===== config.mk =====
export PLATFORM = sky130hd
export DESIGN_NAME = dmc_front
export DESIGN_NICKNAME = d
export VERILOG_FILES = /design/src/hw/rtl/dmc_pkg.sv /design/src/hw/rtl/dmc_front.sv
export SDC_FILE = /design/constraint.sdc
export NUM_CORES = 1
export LEC_CHECK = 0
export ABC_AREA = 1
export BUFFER_PORTS_ARGS = -buffer_cell sky130_fd_sc_hd__buf_2
export CAP_MARGIN = 20
export CORE_MARGIN = 8
export CORE_UTILIZATION = 40
export CTS_CLUSTER_DIAMETER = 30
export DETAILED_ROUTE_END_ITERATION = 6
export PLACE_DENSITY = 0.64
export SLEW_MARGIN = 10
export SYNTH_ARGS = -nofsm -noshare
export SYNTH_HDL_FRONTEND = slang
export SYNTH_SLANG_ARGS = --single-unit

===== constraint.sdc =====
create_clock -name clk -period 5.2 [get_ports clk]
set_input_delay 0.78 -clock clk [delete_from_list [all_inputs] [get_ports clk]]
set_output_delay 0.78 -clock clk [all_outputs]
set_load 0.02 [all_outputs]

===== src/hw/rtl/dmc_pkg.sv =====
// Package for the direct-mapped write-back cache block.
// Holds address split widths, memory geometry, the queued request type and FSM states.
// No dependencies.
`timescale 1ns / 1ps

package dmc_pkg;

  localparam int ADDR_W          = 16;
  localparam int TAG_W           = 8;
  localparam int LINE_W          = 5;
  localparam int OFF_W           = 3;
  localparam int BYTE_W          = 8;
  localparam int NUM_LINES       = 1 << LINE_W;
  localparam int LINE_BYTES      = 1 << OFF_W;
  localparam int ROW_W           = LINE_BYTES * BYTE_W;
  localparam int MEM_ROW_W       = TAG_W + LINE_W;
  localparam int MEM_ROWS        = 1 << MEM_ROW_W;
  localparam int QUEUE_DEPTH_DEF = 2;

  typedef enum logic {
    OP_READ  = 1'b0,
    OP_WRITE = 1'b1
  } op_t;

  typedef struct packed {
    logic [TAG_W-1:0]  tag;
    logic [LINE_W-1:0] line;
    logic [OFF_W-1:0]  off;
    op_t               op;
    logic [BYTE_W-1:0] wdata;
  } cmd_t;

  typedef struct packed {
    logic clearing;
  } back_status_t;

  typedef enum logic [2:0] {
    ST_CLEAR,
    ST_IDLE,
    ST_LOOKUP,
    ST_FILL,
    ST_APPLY
  } back_state_t;

endpackage


===== src/hw/rtl/dmc_front.sv =====
// Front end: accepts input requests, splits the address and holds them in a short queue.
// Depends on dmc_pkg.
`timescale 1ns / 1ps

module dmc_front
  import dmc_pkg::*;
#(
  parameter int QUEUE_DEPTH = QUEUE_DEPTH_DEF
) (
  input  logic                clk,
  input  logic                rst,
  input  logic                s_axis_tvalid,
  output logic                s_axis_tready,
  input  logic [23:0]         s_axis_tdata,  // address[15:0], write_data[23:16]
  input  logic [0:0]          s_axis_tuser,  // opcode[0]
  input  back_status_t        status,
  output logic                cmd_valid,
  output cmd_t                cmd,
  input  logic                cmd_pop
);

  localparam int PTR_W = (QUEUE_DEPTH > 1) ? $clog2(QUEUE_DEPTH) : 1;
  localparam int CNT_W = $clog2(QUEUE_DEPTH + 1);

  cmd_t             queue [QUEUE_DEPTH];
  logic [PTR_W-1:0] wr_ptr;
  logic [PTR_W-1:0] rd_ptr;
  logic [CNT_W-1:0] count;
  logic             push;
  cmd_t             decoded;

  function automatic logic [PTR_W-1:0] ptr_inc(input logic [PTR_W-1:0] p);
    if (p == PTR_W'(QUEUE_DEPTH - 1)) begin
      return '0;
    end
    return p + 1'b1;
  endfunction

  always_comb begin
    decoded.tag   = s_axis_tdata[ADDR_W-1 -: TAG_W];
    decoded.line  = s_axis_tdata[OFF_W +: LINE_W];
    decoded.off   = s_axis_tdata[OFF_W-1:0];
    decoded.op    = op_t'(s_axis_tuser[0]);
    decoded.wdata = s_axis_tdata[ADDR_W +: BYTE_W];
  end

  assign s_axis_tready = !status.clearing && (count != CNT_W'(QUEUE_DEPTH));
  assign push          = s_axis_tvalid && s_axis_tready;
  assign cmd_valid     = (count != '0);
  assign cmd           = queue[rd_ptr];

  always_ff @(posedge clk) begin
    if (rst) begin
      wr_ptr <= '0;
      rd_ptr <= '0;
      count  <= '0;
    end else begin
      if (push) begin
        wr_ptr <= ptr_inc(wr_ptr);
      end
      if (cmd_pop) begin
        rd_ptr <= ptr_inc(rd_ptr);
      end
      if (push && !cmd_pop) begin
        count <= count + 1'b1;
      end else if (!push && cmd_pop) begin
        count <= count - 1'b1;
      end
    end
  end

  always_ff @(posedge clk) begin
    if (push) begin
      queue[wr_ptr] <= decoded;
    end
  end

endmodule


==> results of run 1 <==
==> worst min-delay path by stage <==
stage                             start             endpoint  cells past startpoint
floorplan           rd_ptr$_SDFFE_PP0P_            flip-flop                      2
global placement    rd_ptr$_SDFFE_PP0P_  rd_ptr$_SDFFE_PP0P_                      2
detailed placement  rd_ptr$_SDFFE_PP0P_  rd_ptr$_SDFFE_PP0P_                      2
CTS                 rd_ptr$_SDFFE_PP0P_  rd_ptr$_SDFFE_PP0P_                      2
global route        rd_ptr$_SDFFE_PP0P_  rd_ptr$_SDFFE_PP0P_                      2
finish              rd_ptr$_SDFFE_PP0P_  rd_ptr$_SDFFE_PP0P_                      2
==> routing by layer <==
metal | up-vias | part of all wire (%)
li1 | 547 | -
met3 | 8 | 8.4
met1 | 551 | 42
met4 | 0 | 1.4
met5 | - | 0
met2 | 51 | 48
==> layout make-up <==
| type | instances | area (µm²) | area share (%) |
|---|---|---|---|
| Sequential cell | 55 | 1600 | 62.3 |
| Clock buffer | 6 | 72.6 | 2.82 |
| Inverter | 11 | 41.3 | 1.61 |
| Timing Repair Buffer | 58 | 295 | 11.5 |
| Clock inverter | 2 | 7.51 | 0.292 |
| Multi-Input combinational cell | 47 | 467 | 18.1 |
| Tap cell | 70 | 87.6 | 3.40 |
==> critical path, cell delays in order, from the launching register on <==
cell	delay [ns]
dfxtp_1	0.78
buf_4	0.38
mux2_2	0.37
buf_2	0.16
==> metrics by stage <==
stage	power, W	hold WS [ns]	utilization [%]	cell area (µm²)	instances
final	0.000859	0.523	49.7	2570	249
after CTS	0.000869	0.531	49.7	2570	249
after detailed placement	0.000656	0.505	48.2	2490	241
after global routing	0.000897	0.573	49.7	2570	249
after global placement	0.000650	0.497	48.2	2490	241
after floorplan	0.000615	0.480	-	2160	116
==> where the power goes <==
part           switching (W)  total, W  leakage [nW]  internal (W)
combinational      0.0000707  0.000128         0.509     0.0000571
sequential         0.0000113  0.000515         0.499      0.000504
clock               0.000123  0.000215        0.0403     0.0000921
total               0.000205  0.000859          1.05      0.000653
==> sequential cells by signal (all words and copies together) (netlist names), named ones only <==
signal,count
count,2
queue,50
rd_ptr,1
wr_ptr,1
==> logic make-up after synthesis <==
family / after synthesis
compound gates: 3
xor+xnor: 1
mux: 25
simple gates: 17
flops: 55
fa+ha+maj: 1
buf+inv: 14
==> cell usage in the layout, fill, tap and decap left out, drive strengths merged <==
cell type	synthesis	final
clkbuf	0	6
o21ai	1	1
xnor2	1	1
inv	11	11
clkinv	0	2
nand3	2	2
buf	3	58
mux2	25	25
edfxtp	50	50
ha	1	1
nor2	5	5
nand4	2	2
a21oi	2	2
nand2	8	8
dfxtp	5	5
==> impl_metrics.toml, run 1 <==
[status]
status = "finished, final reports clean"

[die]
initial_core_util_pct = 41.7
die_w_um = 89.5
num_rows = 26
coreArea_um2 = 5170
dieArea_um2 = 8000
ios = 57
die_h_um = 89.5

[worst_setup_path]
rr_endpoint = "queue[1][7]$_DFFE_PP_"
cp.arrival_ns = 1.99
r2r_cells = 4
reg2reg_slack_ns = 3.35
crit_type = "reg -> out"
critPathLaunchType = "flip-flop"
endpoint = "cmd[4]"
endpoint_kind = "output pin"
r2r-start = "count[0]$_SDFFE_PP0P_"
path_max_fanout = 14
cp.required_ns = 4.42

[final_layout]
fillers = 440
antenna_cells = 0
drive_above_1_share_pct = 49.7
fin_nets = 209
areaGrowthSynthToFinish_pct = 19.2

[cts]
post_cts.repair.setup_buffers = 0
clock-sinks = 55
cts_tree = "yes"
insertion_delay_ns = 0.30
root_buffer = "clkbuf_8"
h-tree-depth = 2
cts.repair.resized = 0
cts_buffer_depth = 2
cts_hold_buffers = 0
path_clk_slew_ns = 0.09
cts_buffers = 5

[power]
p_per_area_nw_per_um2 = 334
ir_drop_mv = 0.191
power.leakage_nw = 1.05

[yosys]
synth.most_common_cell = "edfxtp_1"
post_synth_and_or_nand_nor_area_fraction_pct = 3.30
syn_inst = 116
synth_area_um2 = 2160
synth.area.mux_share_pct = 16.5
synthXorXnorAreaFrac_pct = 0.406
syn-num-nets = 147
synthTopCellsByArea = "edfxtp_1 (70%), mux2_4 (14%), dfxtp_1 (4.6%)"
synth_fa_ha_area_share_pct = 0.580
ys_top_cells_by_count = "edfxtp_1 (50), mux2_4 (20), inv_1 (11)"
synth-main-ff-cell = "edfxtp_1"
synth_top_family_by_area = "multiplexers"
async_flop_share_pct = 0
yosysUniqueCellTypes = 15
synth_top_area_share_pct = 69.6
synth_compound_area_share_pct = 0.696
synth_edf_count = 50
avgSynthCellArea_um2 = 18.6
yosysTopAreaCell = "edfxtp_1"
ys_seq_elements = 55
yosysSeqAreaShare_pct = 74.2
ys_warn_count = 0

[timing]
tns_ns = 0
max_slew_margin_pct = 32.8
drv_slew = 0
grt_setup_unrepaired = "no"
fin_crit_sh_pct = 53.3
setup_viol = 0
max_freq_ghz = 0.361
clock_skew_ns = 0.00534
tightest_slew_ns = 1.01
min_period_ns = 2.77
hold_viol = 0
timing.final.ws_setup_ns = 2.43

[global_route]
grt_pass1_wl_um = 6200
antenna_found_initial = 0
gr-usage-met3_pct = 4.32
grt_usage_pct = 10.5
grt_start_max_net_pins = 26
grtUsageMet1_pct = 11.2
met2_usage_pct = 18.1
grt.overflow.total = 0
grt_pass1_vias = 1316
grt_busiest_layer = "met2"

[placement]
io_buffer_count = 56
hpwl_um = 2950
routabilityCongestion = 0.684
pre_cts_slack_ns = 2.72

[job]
maxCapViolCount = 0

[routing]
drt_wl_total_um = 3980
drt-initial-drc-count = 65
drt.antenna.violating_nets = 0
vias_per_cell = 4.65
routedWlPerCell_um = 16.0
dr.pass1.iters = 4
vias = 1157
drt_drc_violations_left = 0

[worst_hold_path]
hold_class = "reg -> reg"
Power figures use the tool's default switching activity.
==> run 2, diff against run 1 <==
--- a/config.mk
+++ b/config.mk
@@ -12,7 +12,7 @@
 export CORE_UTILIZATION = 40
 export CTS_CLUSTER_DIAMETER = 30
 export DETAILED_ROUTE_END_ITERATION = 6
-export PLACE_DENSITY = 0.64
+export PLACE_DENSITY = 0.67
 export SLEW_MARGIN = 10
 export SYNTH_ARGS = -nofsm -noshare
 export SYNTH_HDL_FRONTEND = slang
==> constraint.sdc (replaced) <==
create_clock -name clk -period 2.4 [get_ports clk]
set_input_delay 0.36 -clock clk [delete_from_list [all_inputs] [get_ports clk]]
set_output_delay 0.36 -clock clk [all_outputs]
set_load 0.02 [all_outputs]
==> run 2 against run 1 <==
Power up 140%. Sequential power up 120%. Die area unchanged. Count of clock-buffer cells in the layout down 1. Sequential cell count unchanged. Critical endpoint is now cmd[9]. Design area up 4.0%. Sequential share of layout area down 2.3 points. Largest cell class unchanged. Clock power rose to 3.2 times the previous value. Combinational power up 130%. Setup slack worse by 1.9 ns. Critical path depth unchanged.
==> impl_metrics.toml, run 2 (synthesized netlist as in run 1, its figures left out) <==
[power]
switching_power_w = 0.000459
p_per_area_nw_per_um2 = 785
clkPwrFrac_pct = 33.2
combPwrFrac_pct = 13.8
swShare_pct = 21.9
p_seq_share_pct = 53.0
ir_drop_mv = 0.349
power.leakage_nw = 1.09
internal_power_w = 0.00164

[cts]
cts_buffer_depth = 2
cts.repair.resized = 0
cts_buffers = 5
cts_hold_buffers = 0
cts_tree = "yes"
clock-sinks = 55
insertion_delay_ns = 0.30
root_buffer = "clkbuf_8"
h-tree-depth = 2
path_clk_slew_ns = 0.10
post_cts.repair.setup_buffers = 0

[worst_setup_path]
reg2reg_slack_ns = 0.86
cp.required_ns = 2.04
cp.arrival_ns = 1.55
path_max_fanout = 17
r2r_cells = 5
endpoint_kind = "output pin"
r2r-start = "count[0]$_SDFFE_PP0P_"
rr_endpoint = "queue[1][17]$_DFFE_PP_"
critPathLaunchType = "flip-flop"
crit_type = "reg -> out"
endpoint = "cmd[9]"

[routing]
drt_drc_violations_left = 0
routedWlPerCell_um = 15.4
vias_per_cell = 4.62
drt.antenna.violating_nets = 0
dr.pass1.iters = 4
drt_wl_total_um = 3850
vias = 1155
drt-initial-drc-count = 55

[die]
initial_core_util_pct = 41.7
coreArea_um2 = 5170
die_w_um = 89.5
dieArea_um2 = 8000
ios = 57
die_h_um = 89.5
num_rows = 26

[placement]
routabilityCongestion = 0.697
io_buffer_count = 56
hpwl_um = 2870

[final_layout]
regMostFlops = "queue"
largest_register_ffs = 50
fin_nets = 210
fin_util_pct = 51.7
antenna_cells = 0
reg_top3 = "queue x50, count x2"
drive_above_1_share_pct = 52.2
final_common_cell = "buf_2"
layout_common_cells = "buf_2 (56), edfxtp_1 (50), mux2_4 (20)"
areaGrowthSynthToFinish_pct = 23.9

[timing]
fin_crit_sh_pct = 79.4
tightest_slew_ns = 0.535
hold_viol = 0
min_period_ns = 1.91
drv_slew = 0
tns_ns = 0
max_slew_margin_pct = 64.3
clock_skew_ns = 0.00578
setup_viol = 0
max_freq_ghz = 0.524
grt_setup_unrepaired = "no"

[global_route]
grt_pass1_vias = 1217
grt_start_max_net_pins = 21
antenna_found_initial = 0
grt.overflow.total = 0
grt_usage_pct = 10.3
grt_pass1_wl_um = 6000

[worst_hold_path]
hold_class = "in -> reg"

[job]
maxCapViolCount = 0

[status]
status = "finished, final reports clean"
run 2: cell count changes in the layout (fill, tap and decap cells not counted), sizes merged:
cell,before,now
buf,58,59
bufinv,0,2
clkbuf,6,5
clkinv,2,0
clkinvlp,0,1
run 2: per-stage QoR:
stage               instance area, µm²  hold slack, ns  instances  worst slack (ns)  power [W]
floorplan                         2160           0.432        116             0.357    0.00133
detailed placement                2540           0.536        242             0.773    0.00143
global route                      2680           0.219        250             0.397    0.00219
finish                            2680           0.243        250             0.493    0.00210
CTS                               2680           0.231        250             0.456    0.00213
global placement                  2540           0.497        242             0.819    0.00142
run 2: how the worst min path moves through the flow:
stage,from,endpoint,slack (ns),cells past startpoint
2_1_floorplan,rst,wr_ptr$_SDFFE_PP0N_,0.43,1
6_report,s_axis_tdata[5],queue[1][14]$_DFFE_PP_,0.24,1
3_5_place_dp,rd_ptr$_SDFFE_PP0P_,rd_ptr$_SDFFE_PP0P_,0.54,2
3_3_place_gp,rd_ptr$_SDFFE_PP0P_,rd_ptr$_SDFFE_PP0P_,0.50,2
4_1_cts,s_axis_tdata[1],queue[1][10]$_DFFE_PP_,0.23,1
5_1_grt,s_axis_tdata[1],queue[1][10]$_DFFE_PP_,0.22,1
run 2: worst max-delay path: stages (launching register included):
cell     delay, ns
dfxtp_2       0.52
buf_12        0.22
mux2_2        0.34
buf_2         0.16
run 2: final cells by class:
| class | count | area [µm²] |
|---|---|---|
| Clock buffer | 5 | 68.8 |
| Clock inverter | 3 | 67.6 |
| Fill cell | 445 | 2500 |
| Inverter | 11 | 41.3 |
| Multi-Input combinational cell | 47 | 467 |
| Sequential cell | 55 | 1600 |
| Tap cell | 70 | 87.6 |
| Timing Repair Buffer | 59 | 340 |
run 2: per-layer routing:
layer  vias up  GRT usage (%)  share of wire, %
met5         -              0                 0
met4         0           3.47              0.42
met3         2           4.50                10
met2        49           16.1                46
met1       558           12.3                43
li1        546              -                 -
run 2: power groups by stage:
stage	logic [W]	registers (W)	clock network (W)
CTS	0.000294	0.00111	0.000723
global placement	0.000284	0.00113	0
detailed placement	0.000293	0.00114	0
finish	0.000289	0.00111	0.000697
floorplan	0.000208	0.00113	0
global route	0.000312	0.00112	0.000763
==> run 3, diff against run 2 <==
--- a/config.mk
+++ b/config.mk
@@ -12,7 +12,7 @@
 export CORE_UTILIZATION = 40
 export CTS_CLUSTER_DIAMETER = 30
 export DETAILED_ROUTE_END_ITERATION = 6
-export PLACE_DENSITY = 0.67
+export PLACE_DENSITY = 0.64
 export SLEW_MARGIN = 10
 export SYNTH_ARGS = -nofsm -noshare
 export SYNTH_HDL_FRONTEND = slang
==> constraint.sdc (replaced) <==
create_clock -name clk -period 1.8 [get_ports clk]
set_input_delay 0.27 -clock clk [delete_from_list [all_inputs] [get_ports clk]]
set_output_delay 0.27 -clock clk [all_outputs]
set_load 0.02 [all_outputs]
==> run 3 against run 2 <==
Register-to-register slack worse by 0.58 ns. Global-route usage up 0.072 points. Via count barely moved. Clock skew increased by 0.0018 ns. First-iteration DRC count grew 5.5%. Critical path type unchanged. Critical endpoint is now cmd[10]. Largest cell class unchanged.
==> impl_metrics.toml, run 3 (synthesized netlist as in run 1, its figures left out) <==
[timing]
holdWs_ns = 0.153
max_freq_ghz = 0.598
fin_crit_sh_pct = 92.8
setup_viol = 0
clock_skew_ns = 0.00755
min_period_ns = 1.67
tns_ns = 0
grt_setup_unrepaired = "no"
tightest_slew_ns = 0.233
max_slew_margin_pct = 84.5
drv_slew = 0
hold_viol = 0
timing.final.ws_setup_ns = 0.129

[worst_setup_path]
cp.required_ns = 1.53
critPathLaunchType = "flip-flop"
r2r_cells = 7
worstPathCellList = "buf_4 > mux2_2 > buf_2"
path_max_fanout = 13
path_depth = 3
cpLargestDelayFamily = "buffers and inverters"
slowest_delay_ns = 0.36
cp_slowest_cell = "mux2_2"
endpoint_kind = "output pin"
cp.arrival_ns = 1.40
crit_type = "reg -> out"
cp_num_buf_inv = 2
r2r-start = "count[0]$_SDFFE_PP0P_"

[job]
maxCapViolCount = 0

[placement]
pre_cts_slack_ns = 0.319
routabilityCongestion = 0.738
io_buffer_count = 56
hpwl_um = 2920

[final_layout]
drive_above_1_share_pct = 53.0
antenna_cells = 0
multi_input_area_um2 = 467
areaGrowthSynthToFinish_pct = 21.0
regMostFlops = "queue"
layout_common_cells = "buf_2 (56), edfxtp_1 (50), mux2_4 (20)"
final_common_cell = "buf_2"
reg_top3 = "queue x50, count x2"
seqCellArea_um2 = 1600
largest_register_ffs = 50
fillers = 442
fin_nets = 213

[cts]
insertion_delay_ns = 0.30
cts.repair.resized = 0
clock-sinks = 55
cts_tree = "yes"
cts_buffer_depth = 2
cts_buffers = 5
cts_hold_buffers = 0
path_clk_slew_ns = 0.10
root_buffer = "clkbuf_8"
post_cts.repair.setup_buffers = 0
h-tree-depth = 2

[worst_hold_path]
hold_class = "in -> reg"
hold_path_depth = 1
hold_start = "s_axis_tdata[4]"

[routing]
dr.pass1.iters = 4
drt_drc_violations_left = 0
drt_wl_total_um = 3920
drt.antenna.violating_nets = 0
drt-initial-drc-count = 58
routedWlPerCell_um = 15.5
vias = 1156
vias_per_cell = 4.57

[power]
power.leakage_nw = 1.07
p_per_area_nw_per_um2 = 960
ir_drop_mv = 0.543

[global_route]
grt_start_max_net_pins = 18
grt_usage_pct = 10.3
antenna_found_initial = 0
grt.overflow.total = 0
grt_pass1_wl_um = 6040
grt_pass1_vias = 1261

[die]
initial_core_util_pct = 41.7
die_h_um = 89.5
dieArea_um2 = 8000
die_w_um = 89.5
coreArea_um2 = 5170
num_rows = 26
ios = 57

[status]
status = "finished, final reports clean"
[run 3: power by group]
part	total, W	internal, W	switching (W)
combinational	0.000387	0.000171	0.000215
clock	0.000645	0.000271	0.000374
sequential	0.00148	0.00146	0.0000196
total	0.00251	0.00190	0.000609
[run 3: worst paths after layout]
check	slack, ns	endpoint
worst max-delay path	0.13	cmd[10]
worst min-delay path	0.15	queue[1][13]$_DFFE_PP_
worst max register to register	0.28	count[0]$_SDFFE_PP0P_
worst min register to register	0.52	rd_ptr$_SDFFE_PP0P_
[run 3: layout make-up]
type,count,share of cell area (%)
clock inverter,3,0.766
timing repair buffer,62,12.5
multi-input combinational,47,17.9
tap,70,3.35
inverter,11,1.58
clock buffer,5,2.63
sequential,55,61.4
[run 3: per-stage QoR]
step / area, µm² / power [W] / utilization [%] / cells
2_1_floorplan: 2160 / 0.00178 / - / 116
3_3_place_gp: 2520 / 0.00188 / 48.8 / 245
3_5_place_dp: 2520 / 0.00190 / 48.8 / 245
4_1_cts: 2610 / 0.00254 / 50.5 / 253
5_1_grt: 2610 / 0.00262 / 50.5 / 253
6_report: 2610 / 0.00251 / 50.5 / 253
[run 3: per-layer routing]
| metal | part of all wire (%) | routed length [µm] | GRT usage (%) |
|---|---|---|---|
| met5 | 0 | 0 | 0 |
| met4 | 0.94 | 37 | 4.08 |
| met3 | 9.3 | 363 | 3.86 |
| met2 | 52 | 2060 | 18.7 |
| met1 | 37 | 1460 | 10.5 |
